===== config.mk =====
export PLATFORM = sky130hd
export DESIGN_NAME = beacon_position_moving_average
export DESIGN_NICKNAME = d
export VERILOG_FILES = /design/src/hdl/bpma_pkg.sv /design/src/hdl/beacon_position_moving_average.sv /design/src/hdl/bpma_alu.sv /design/src/hdl/bpma_ring.sv
export SDC_FILE = /design/constraint.sdc
export NUM_CORES = 2
export LEC_CHECK = 0
export BUFFER_PORTS_ARGS = -buffer_cell sky130_fd_sc_hd__buf_2
export CAP_MARGIN = 40
export CORE_UTILIZATION = 35
export CTS_CLUSTER_DIAMETER = 30
export CTS_CLUSTER_SIZE = 14
export DETAILED_ROUTE_END_ITERATION = 6
export PLACE_DENSITY = 0.51
export SYNTH_ARGS = -nofsm -noshare
export SYNTH_HDL_FRONTEND = slang
export SYNTH_SLANG_ARGS = --single-unit

===== constraint.sdc =====
create_clock -name clock -period 6.6 [get_ports clock]
set_input_delay 0 -clock clock [delete_from_list [all_inputs] [get_ports clock]]
set_output_delay 0 -clock clock [all_outputs]
set_load 0.005 [all_outputs]

===== src/hdl/bpma_pkg.sv =====
// shared types, codes and constants of the beacon position moving average
package bpma_pkg;

   localparam int MAX_WINDOW_DEFAULT = 128;
   localparam int COORD_BITS_DEFAULT = 12;

   localparam int COUNT_W      = 24;
   localparam int AVG_W        = 13;
   localparam int RSP_DATA_W   = 16;
   localparam int CSR_ADDR_W   = 2;
   localparam int CSR_DATA_W   = 24;
   localparam int WIN_CFG_W    = 8;

   localparam logic [CSR_ADDR_W-1:0] CFG_WINDOW_LENGTH = 2'd0;
   localparam logic [CSR_ADDR_W-1:0] CFG_MIN_PIXELS    = 2'd1;

   localparam int WINDOW_RESET              = 16;
   localparam logic [COUNT_W-1:0] MIN_PIXELS_RESET = 24'd10;

   typedef enum logic [1:0] {
      ALU_ADD,
      ALU_SUB
   } alu_op_type;

   typedef enum logic [2:0] {
      ST_IDLE,
      ST_LOAD,
      ST_SUB,
      ST_ADD,
      ST_DIV_INIT,
      ST_DIV,
      ST_FIX,
      ST_OUT
   } state_type;

endpackage


===== src/hdl/beacon_position_moving_average.sv =====
// top level: beacon position moving average with iterative divider
//
//  channel | dir | handshake              | payload
//  --------+-----+------------------------+----------------------------------------
//  req     | in  | req_tvalid/req_tready  | tuser: func; tdata: pixel_count,
//          |     |                        |   box_left, box_right
//  rsp     | out | rsp_tvalid/rsp_tready  | tuser: detected; tdata: avg_position
//  csr     | in  | csr_valid/csr_ready    | csr_addr: register index; csr_data
//
//  a position request only sets the pending flag; a frame report goes through
//  load and add while the ring is filling, and load, subtract and add once it is
//  full (through the one shared adder); with a request pending and the ring full,
//  the restoring divider on that same adder, a sign fix and the output state follow
//  reset clears the pointer, fill count, sum and flags, sets the default window and
//  minimum; the ring memory is not cleared, every entry is written before it is read
//  a result waiting on rsp does not stop the next transfer on req; only a
//  second result stalls in the output state until the first is taken
module beacon_position_moving_average #(
   parameter int MAX_WINDOW = bpma_pkg::MAX_WINDOW_DEFAULT,
   parameter int COORD_BITS = bpma_pkg::COORD_BITS_DEFAULT
) (
   input  logic                               clock,
   input  logic                               reset,
   input  logic                               req_tvalid,
   output logic                               req_tready,
   // pixel_count, box_left, box_right from bit 0 up, zero padded
   input  logic [((bpma_pkg::COUNT_W + 2*COORD_BITS + 7) / 8) * 8 - 1:0] req_tdata,
   // func
   input  logic                               req_tuser,
   output logic                               rsp_tvalid,
   input  logic                               rsp_tready,
   // avg_position, zero padded
   output logic [bpma_pkg::RSP_DATA_W-1:0]    rsp_tdata,
   // detected
   output logic                               rsp_tuser,
   input  logic                               csr_valid,
   output logic                               csr_ready,
   input  logic [bpma_pkg::CSR_ADDR_W-1:0]    csr_addr,
   input  logic [bpma_pkg::CSR_DATA_W-1:0]    csr_data
);

   localparam int SAMPLE_W = COORD_BITS + 2;             // signed half-pixel sample
   localparam int PTR_W    = $clog2(MAX_WINDOW);
   localparam int WIN_W    = $clog2(MAX_WINDOW + 1);
   localparam int SUM_W    = SAMPLE_W + $clog2(MAX_WINDOW);
   localparam int ALU_W    = SUM_W + 1;
   localparam int CNT_W    = $clog2(SUM_W);
   localparam int AVG_W    = bpma_pkg::AVG_W;
   localparam int EXT_W    = (SUM_W > AVG_W) ? SUM_W : AVG_W;
   localparam int LEFT_LO  = bpma_pkg::COUNT_W;
   localparam int RIGHT_LO = bpma_pkg::COUNT_W + COORD_BITS;
   localparam int WIN_RST  = (bpma_pkg::WINDOW_RESET > MAX_WINDOW) ?
                             MAX_WINDOW : bpma_pkg::WINDOW_RESET;

   // payload fields of the request
   logic [bpma_pkg::COUNT_W-1:0] pixel_count;
   logic [COORD_BITS-1:0]        box_left;
   logic [COORD_BITS-1:0]        box_right;

   assign pixel_count = req_tdata[bpma_pkg::COUNT_W-1:0];
   assign box_left    = req_tdata[LEFT_LO +: COORD_BITS];
   assign box_right   = req_tdata[RIGHT_LO +: COORD_BITS];

   bpma_pkg::state_type state_ff, state_in;

   // per-item working registers
   logic signed [SAMPLE_W-1:0] sample_ff, sample_in;
   logic                       det_ff, det_in;
   logic [PTR_W-1:0]           slot_ff, slot_in;

   // filter state
   logic signed [SUM_W-1:0]    sum_ff, sum_in;
   logic [PTR_W-1:0]           wp_ff, wp_in;
   logic [WIN_W-1:0]           fill_ff, fill_in;
   logic                       full_ff, full_in;
   logic                       pending_ff, pending_in;

   // configuration
   logic [WIN_W-1:0]                window_ff, window_in;
   logic [bpma_pkg::COUNT_W-1:0]    minpix_ff, minpix_in;

   // divider
   logic [ALU_W-1:0]           rem_ff, rem_in;
   logic [SUM_W-1:0]           quo_ff, quo_in;
   logic                       neg_ff, neg_in;
   logic [CNT_W-1:0]           cnt_ff, cnt_in;

   // output register
   logic                       rsp_valid_ff, rsp_valid_in;
   logic                       rsp_det_ff, rsp_det_in;
   logic [AVG_W-1:0]           rsp_avg_ff, rsp_avg_in;

   // shared unit and memory hookup
   bpma_pkg::alu_op_type       alu_op;
   logic [ALU_W-1:0]           alu_a, alu_b, alu_res;
   logic                       mem_wr_en, mem_rd_en;
   logic [SAMPLE_W-1:0]        mem_rd_data;

   // helpers
   logic                       req_xfer, csr_xfer;
   logic [ALU_W-1:0]           rem_shift;
   logic [WIN_W-1:0]           slot_next;
   logic [WIN_W-1:0]           fill_next;

   bpma_alu #(
      .WIDTH (ALU_W)
   ) u_alu (
      .op  (alu_op),
      .a   (alu_a),
      .b   (alu_b),
      .res (alu_res)
   );

   bpma_ring #(
      .DEPTH  (MAX_WINDOW),
      .DATA_W (SAMPLE_W)
   ) u_ring (
      .clock   (clock),
      .wr_en   (mem_wr_en),
      .rd_en   (mem_rd_en),
      .addr    (slot_ff),
      .wr_data (sample_ff),
      .rd_data (mem_rd_data)
   );

   assign req_xfer   = req_tvalid && req_tready;
   assign csr_xfer   = csr_valid && csr_ready;
   assign req_tready = (state_ff == bpma_pkg::ST_IDLE);
   assign csr_ready  = 1'b1;

   assign rsp_tvalid = rsp_valid_ff;
   assign rsp_tuser  = rsp_det_ff;
   assign rsp_tdata  = bpma_pkg::RSP_DATA_W'(rsp_avg_ff);

   // one more remainder bit per divider step
   assign rem_shift  = {rem_ff[ALU_W-2:0], quo_ff[SUM_W-1]};
   assign slot_next  = WIN_W'(slot_ff) + WIN_W'(1);
   assign fill_next  = fill_ff + WIN_W'(1);

   always_ff @(posedge clock) begin
      if (reset) begin
         state_ff     <= bpma_pkg::ST_IDLE;
         sum_ff       <= '0;
         wp_ff        <= '0;
         fill_ff      <= '0;
         full_ff      <= 1'b0;
         pending_ff   <= 1'b0;
         window_ff    <= WIN_W'(WIN_RST);
         minpix_ff    <= bpma_pkg::MIN_PIXELS_RESET;
         cnt_ff       <= '0;
         rsp_valid_ff <= 1'b0;
      end else begin
         state_ff     <= state_in;
         sum_ff       <= sum_in;
         wp_ff        <= wp_in;
         fill_ff      <= fill_in;
         full_ff      <= full_in;
         pending_ff   <= pending_in;
         window_ff    <= window_in;
         minpix_ff    <= minpix_in;
         cnt_ff       <= cnt_in;
         rsp_valid_ff <= rsp_valid_in;
      end
      sample_ff  <= sample_in;
      det_ff     <= det_in;
      slot_ff    <= slot_in;
      rem_ff     <= rem_in;
      quo_ff     <= quo_in;
      neg_ff     <= neg_in;
      rsp_det_ff <= rsp_det_in;
      rsp_avg_ff <= rsp_avg_in;
   end

   always_comb begin
      state_in     = state_ff;
      sample_in    = sample_ff;
      det_in       = det_ff;
      slot_in      = slot_ff;
      sum_in       = sum_ff;
      wp_in        = wp_ff;
      fill_in      = fill_ff;
      full_in      = full_ff;
      pending_in   = pending_ff;
      window_in    = window_ff;
      minpix_in    = minpix_ff;
      rem_in       = rem_ff;
      quo_in       = quo_ff;
      neg_in       = neg_ff;
      cnt_in       = cnt_ff;
      rsp_valid_in = rsp_valid_ff && !rsp_tready;
      rsp_det_in   = rsp_det_ff;
      rsp_avg_in   = rsp_avg_ff;
      alu_op       = bpma_pkg::ALU_ADD;
      alu_a        = ALU_W'(sum_ff);
      alu_b        = ALU_W'(sample_ff);
      mem_wr_en    = 1'b0;
      mem_rd_en    = 1'b0;

      case (state_ff)
         bpma_pkg::ST_IDLE: begin
            if (req_xfer) begin
               if (req_tuser) begin
                  pending_in = 1'b1;
               end else begin
                  det_in = pixel_count > minpix_ff;
                  // left + right is the centre in half pixels; no beacon is -1 pixel
                  sample_in = det_in ?
                              $signed(SAMPLE_W'(box_left) + SAMPLE_W'(box_right)) :
                              SAMPLE_W'(-2);
                  slot_in  = (WIN_W'(wp_ff) >= window_ff) ? '0 : wp_ff;
                  state_in = bpma_pkg::ST_LOAD;
               end
            end
         end
         bpma_pkg::ST_LOAD: begin
            // fetch the oldest sample; only needed once the ring is full
            mem_rd_en = full_ff;
            state_in  = full_ff ? bpma_pkg::ST_SUB : bpma_pkg::ST_ADD;
         end
         bpma_pkg::ST_SUB: begin
            alu_op   = bpma_pkg::ALU_SUB;
            alu_b    = ALU_W'($signed(mem_rd_data));
            sum_in   = alu_res[SUM_W-1:0];
            state_in = bpma_pkg::ST_ADD;
         end
         bpma_pkg::ST_ADD: begin
            sum_in    = alu_res[SUM_W-1:0];
            mem_wr_en = 1'b1;
            wp_in     = (slot_next >= window_ff) ? '0 : PTR_W'(slot_next);
            if (!full_ff) begin
               fill_in  = fill_next;
               full_in  = fill_next >= window_ff;
               state_in = bpma_pkg::ST_IDLE;
            end else begin
               state_in = pending_ff ? bpma_pkg::ST_DIV_INIT : bpma_pkg::ST_IDLE;
            end
         end
         bpma_pkg::ST_DIV_INIT: begin
            // divide the magnitude, restore the sign afterwards
            alu_op   = bpma_pkg::ALU_SUB;
            alu_a    = '0;
            alu_b    = ALU_W'(sum_ff);
            neg_in   = sum_ff[SUM_W-1];
            quo_in   = neg_in ? alu_res[SUM_W-1:0] : sum_ff;
            rem_in   = '0;
            cnt_in   = '0;
            state_in = bpma_pkg::ST_DIV;
         end
         bpma_pkg::ST_DIV: begin
            // restoring step, divisor is twice the window
            alu_op = bpma_pkg::ALU_SUB;
            alu_a  = rem_shift;
            alu_b  = ALU_W'({window_ff, 1'b0});
            if (alu_res[ALU_W-1]) begin
               rem_in = rem_shift;
               quo_in = {quo_ff[SUM_W-2:0], 1'b0};
            end else begin
               rem_in = alu_res;
               quo_in = {quo_ff[SUM_W-2:0], 1'b1};
            end
            cnt_in = cnt_ff + CNT_W'(1);
            if (cnt_ff == CNT_W'(SUM_W - 1)) begin
               state_in = bpma_pkg::ST_FIX;
            end
         end
         bpma_pkg::ST_FIX: begin
            alu_op   = bpma_pkg::ALU_SUB;
            alu_a    = '0;
            alu_b    = ALU_W'(quo_ff);
            quo_in   = neg_ff ? alu_res[SUM_W-1:0] : quo_ff;
            state_in = bpma_pkg::ST_OUT;
         end
         bpma_pkg::ST_OUT: begin
            // wait for the output register to be free
            if (!rsp_valid_ff || rsp_tready) begin
               rsp_valid_in = 1'b1;
               rsp_det_in   = det_ff;
               rsp_avg_in   = AVG_W'(EXT_W'($signed(quo_ff)));
               pending_in   = 1'b0;
               state_in     = bpma_pkg::ST_IDLE;
            end
         end
         default: begin
            state_in = bpma_pkg::ST_IDLE;
         end
      endcase

      // register writes; a window write restarts the fill
      if (csr_xfer) begin
         case (csr_addr)
            bpma_pkg::CFG_WINDOW_LENGTH: begin
               if (csr_data[bpma_pkg::WIN_CFG_W-1:0] == '0) begin
                  window_in = WIN_W'(1);
               end else if (32'(csr_data[bpma_pkg::WIN_CFG_W-1:0]) > 32'(MAX_WINDOW)) begin
                  window_in = WIN_W'(MAX_WINDOW);
               end else begin
                  window_in = WIN_W'(csr_data[bpma_pkg::WIN_CFG_W-1:0]);
               end
               sum_in  = '0;
               wp_in   = '0;
               fill_in = '0;
               full_in = 1'b0;
            end
            bpma_pkg::CFG_MIN_PIXELS: begin
               minpix_in = csr_data[bpma_pkg::COUNT_W-1:0];
            end
            default: begin
               minpix_in = minpix_ff;
            end
         endcase
      end
   end

endmodule


===== src/hdl/bpma_alu.sv =====
// shared adder/subtractor used by the ring update and the divider
module bpma_alu #(
   parameter int WIDTH = 22
) (
   input  bpma_pkg::alu_op_type op,
   input  logic [WIDTH-1:0]     a,
   input  logic [WIDTH-1:0]     b,
   output logic [WIDTH-1:0]     res
);

   always_comb begin
      case (op)
         bpma_pkg::ALU_ADD: res = a + b;
         bpma_pkg::ALU_SUB: res = a - b;
         default:           res = a + b;
      endcase
   end

endmodule


===== src/hdl/bpma_ring.sv =====
// sample ring memory, one port, registered read
module bpma_ring #(
   parameter int DEPTH  = 128,
   parameter int DATA_W = 14
) (
   input  logic                     clock,
   input  logic                     wr_en,
   input  logic                     rd_en,
   input  logic [$clog2(DEPTH)-1:0] addr,
   input  logic [DATA_W-1:0]        wr_data,
   output logic [DATA_W-1:0]        rd_data
);

   logic [DATA_W-1:0] mem [DEPTH];
   logic [DATA_W-1:0] rd_data_ff;

   always_ff @(posedge clock) begin
      if (wr_en) begin
         mem[addr] <= wr_data;
      end
      if (rd_en) begin
         rd_data_ff <= mem[addr];
      end
   end

   assign rd_data = rd_data_ff;

endmodule


==> PnR_summary.wiki <==
{| class="wikitable"
! Metric !! Value
|-
| Outcome || finished, final reports clean
|-
| Sequential standard cell area || ~0.058 mm²
|-
| Class of the tightest hold or removal check || in2reg
|-
| Initial core utilization || 35.2%
|-
| Number of buffers added on ports || 95
|-
| Number of DRC markers after the initial detailed-route iteration || 5096
|-
| Relative area change from synthesis to final layout || 28.0%
|-
| Library cell with the largest summed area after synthesis || edfxtp_1
|-
| Transition time of the tightest slew-check pin || about 0.95 ns
|-
| Top-Level Pins || 100
|-
| Max-slew violation count || 0
|-
| Worst IR Drop VDD || about 0.28 mV
|-
| Setup clock skew after layout || about 0.11 ns
|-
| Highest achievable clock rate || about 170 MHz
|-
| Area of the core || roughly 0.22 mm²
|-
| RD Place Congestion || 0.861
|-
| Top library cells by usage in the layout, fill and taps aside || edfxtp_1, a22oi_1, clkbuf_16
|-
| Share of layout cells above drive strength 1 || 20.0%
|-
| Internal power || just over 30 mW
|-
| Slowest-stage cell, CP || dfxtp_2
|-
| EDFF count, synth || approximately 1900
|-
| Portion of synthesized cell area occupied by the leading cell type || between 70% and 80%
|-
| Max-Slew Margin vs Limit || a little over a third
|-
| TritonCTS Buffers || approximately 420
|-
| Part of the total power dissipated in the clock network || around half
|-
| Antenna-violating nets left || 0
|-
| Total standard cell area after synthesis || 0.0764 mm²
|-
| Data arrival time of the critical path || between 6 and 7 ns
|-
| Std-Cell Rows || roughly 170
|-
| Power density over cell area || about 420 mW/mm²
|-
| Vias after detailed routing || around 49000
|-
| Total of warnings raised by yosys || 0
|-
| Maximum number of pins on one net before global-route repair || 83
|-
| Kind of capture point of the worst setup path || flop
|-
| Clock tree from TritonCTS || done
|-
| Worst path required time || a little over 7 ns
|-
| Worst Path Buf+Inv || 2
|-
| Gate count after technology mapping || around 4700
|-
| Slack of the critical path || between 0.7 and 0.8 ns
|-
| Kind of launch point of the worst setup path || flop
|-
| Flip-flop and latch count after synthesis || between 1500 and 2000
|-
| Maximum cell stage delay along the critical path || 0.66 ns
|-
| Number of endpoints failing setup at the final stage || 0
|-
| Leading cell type in the layout, fill and taps excluded || edfxtp_1
|-
| Detailed-placement wirelength estimate || between 100 and 150 mm
|-
| Aggregate negative setup slack || 0 ns
|-
| Die Span Y || 469 µm
|-
| Net switching power || 10.9 mW
|-
| Routed vias/inst || ~5.6
|-
| Highest fanout seen on the critical path || 23
|-
| Share of async-settable or async-resettable flops after synthesis || 0%
|-
| Clock insertion delay at the later pin of the skew report || between 0.9 and 1 ns
|-
| Final routed DRC violation total || 0
|-
| Share of power burned in registers || between 30% and 40%
|-
| Switching part of the total || 26.2%
|-
| Total of fill cells in the finished design || ~19000
|-
| Final clock period utilization by the worst path || between 80% and 90%
|-
| Global-route usage over all layers || between 20% and 30%
|-
| Final-report hold violation count || 0
|-
| Library cell used as clock root buffer || clkbuf_16
|-
| Total iterations of the first detailed-routing run || 6
|-
| Fraction of the yosys area taken by sequential cells || between 70% and 80%
|-
| CTS HTree Levels || 5
|-
| Post-synthesis average cell area || approximately 16 µm²
|-
| Width of the die || between 400 and 500 µm
|-
| Cell variety after synth || 87
|-
| Clock transition at the registers of the reported paths || around 0.04 ns
|-
| Global route total overflow || 0
|-
| Post-place setup slack || ~0.88 ns
|-
| Proportion of power drawn by combinational gates || around 14%
|-
| Initial antenna violation count || 5
|-
| Crit-path leading delay family || compound AO/OA/AOI/OAI gates
|-
| Nets@finish || 5610
|-
| Main flop type after synthesis || edfxtp_1
|-
| Count of maximum capacitance violations || 0
|-
| Clock Tree Buf Depth || 4
|-
| Dominant cells by area after synthesis || edfxtp_1, a22oi_1, dfxtp_1, a221oi_1, a22o_1
|-
| Area occupied by multi-input gates || 0.0166 mm²
|-
| Routed length per instance || ~29 µm
|-
| Post-detailed-routing wire length || about 250 mm
|-
| Cells along the critical path || nand2b_2, inv_4, a22o_1, a21o_1, a21oi_1, ha_1, nand3_1, nor4_1, o21a_1, o32ai_1, a221oi_1, ha_1, a21oi_1, nor2b_1, o21ai_0, nand3b_1, a31oi_4, o21ai_1, o41ai_2, xor2_2, buf_4, mux2i_1
|-
| Static Leak || 32.5 nW
|-
| Clk sink count || between 1500 and 2000
|-
| Global-route wire length before repair || ~350 mm
|-
| Post-route minimum period || between 5 and 6 ns
|-
| Type of the setup path with the least slack || reg2reg
|-
| Unrepaired setup endpoints after global routing || no
|-
| Area of the die || between 0.2 and 0.25 mm²
|-
| Via count of the first global-routing pass || around 48000
|}
cells in the mapped netlist, drive strengths merged, types with 5 or more instances:
library cell	instances
o22ai	10
clkbuf	109
nand3	47
buf	199
a211oi	13
mux2i	55
ha	85
or3	5
nor2b	31
nor2	233
o21ai	81
a221o	6
o211ai	20
nor3	32
a41oi	23
and2	10
nand4	81
or2	7
a21oi	146
and3	13
mux2	34
edfxtp	1885
a21o	27
a311oi	5
o2111ai	5
dfxtp	79
nand2b	23
inv	76
o21a	10
a22oi	560
mux4	6
a31oi	113
or4	11
a222oi	16
nor4	17
a22o	144
nand2	270
xor2	23
a221oi	160
xnor2	23
kinds of logic (layout without fill, tap and decap cells):
logic type / after synthesis / count (layout) / synth area share (%)
mux: 95 / 95 / 1.40
simple gates: 801 / 801 / 4.91
other cells: 2 / 6 / 0.00983
buf+inv: 384 / 1405 / 2.23
flops: 1964 / 1964 / 76.2
compound gates: 1370 / 1370 / 13.3
fa+ha+maj: 87 / 87 / 1.44
xor+xnor: 46 / 46 / 0.537
routing by layer:
metal  routed length (µm)  global-route usage, %  share of wire [%]
met1               105000                   29.9                 42
met3                18000                   4.17                7.2
met2               119000                   36.3                 47
met5                   30                      0              0.012
met4                 7860                   7.89                3.1
worst paths after layout:
path / start / slack [ns] / cells past startpoint / end
setup / recovery: state_ff[1] / 0.78 / 22 / rem_ff[17]
hold / removal: req_tdata[30] / 0.02 / 6 / sample_ff[7]
setup reg to reg: state_ff[1] / 0.78 / 22 / rem_ff[17]
hold reg to reg: det_ff / 0.41 / 0 / rsp_tuser
state kept, by name (all words and copies together) (netlist names), 8 cells and up:
signal	count
quo_ff	21
u_ring.mem	1792
fill_ff	8
sum_ff	21
minpix_ff	24
window_ff	8
rem_ff	21
sample_ff	14
u_ring.rd_data	14
rsp_avg_ff	13
cell type report:
type                    count  area share [%]
diodes                      2         0.00512
clock buffers             483            11.2
clock inverters           269            3.28
inverters                  76           0.294
multi-input cells        2403            17.0
flip-flops and latches   1964            59.5
well taps                2854            3.65
repair buffers            577            5.12
what timing repair did:
item,4_1_cts,5_1_grt
setup buffers,0,0
endpoints found under the hold margin,104,0
resized for setup,0,0
hold buffers,150,0
power by group through the flow:
stage	registers, mW	logic, mW	clock network, mW
3_3_place_gp	14.8	5.66	0
4_1_cts	14.6	5.93	21.1
5_1_grt	14.6	6.34	21.7
2_1_floorplan	14.9	3.32	0
6_report	14.6	5.96	20.8
3_5_place_dp	14.8	5.82	0
worst register-to-register path: cells and delay by family, from the launching register on:
kind,cells,cell delay [ns]
adders and majority gates,2,0.57
muxes,1,0.16
DFF,1,0.66
buffers and inverters,2,0.49
and+or+nand+nor,5,1.32
xor gates and xnor gates,1,0.16
AOI/OAI and AO/OA,11,2.18
through the flow:
| step | instances | power, mW | hold slack (ns) | instance area (µm²) | util, % |
|---|---|---|---|---|---|
| floorplan | 4751 | 18.2 | 0.109 | 76400 | - |
| global placement | 7683 | 20.5 | 0.244 | 81600 | 37.6 |
| detailed placement | 7724 | 20.6 | 0.249 | 82100 | 37.9 |
| CTS | 8626 | 41.6 | 0.00414 | 97800 | 45.1 |
| global route | 8626 | 42.6 | 0.0344 | 97800 | 45.1 |
| finish | 8628 | 41.4 | 0.0177 | 97800 | 45.1 |
Power figures use the tool's default switching activity.
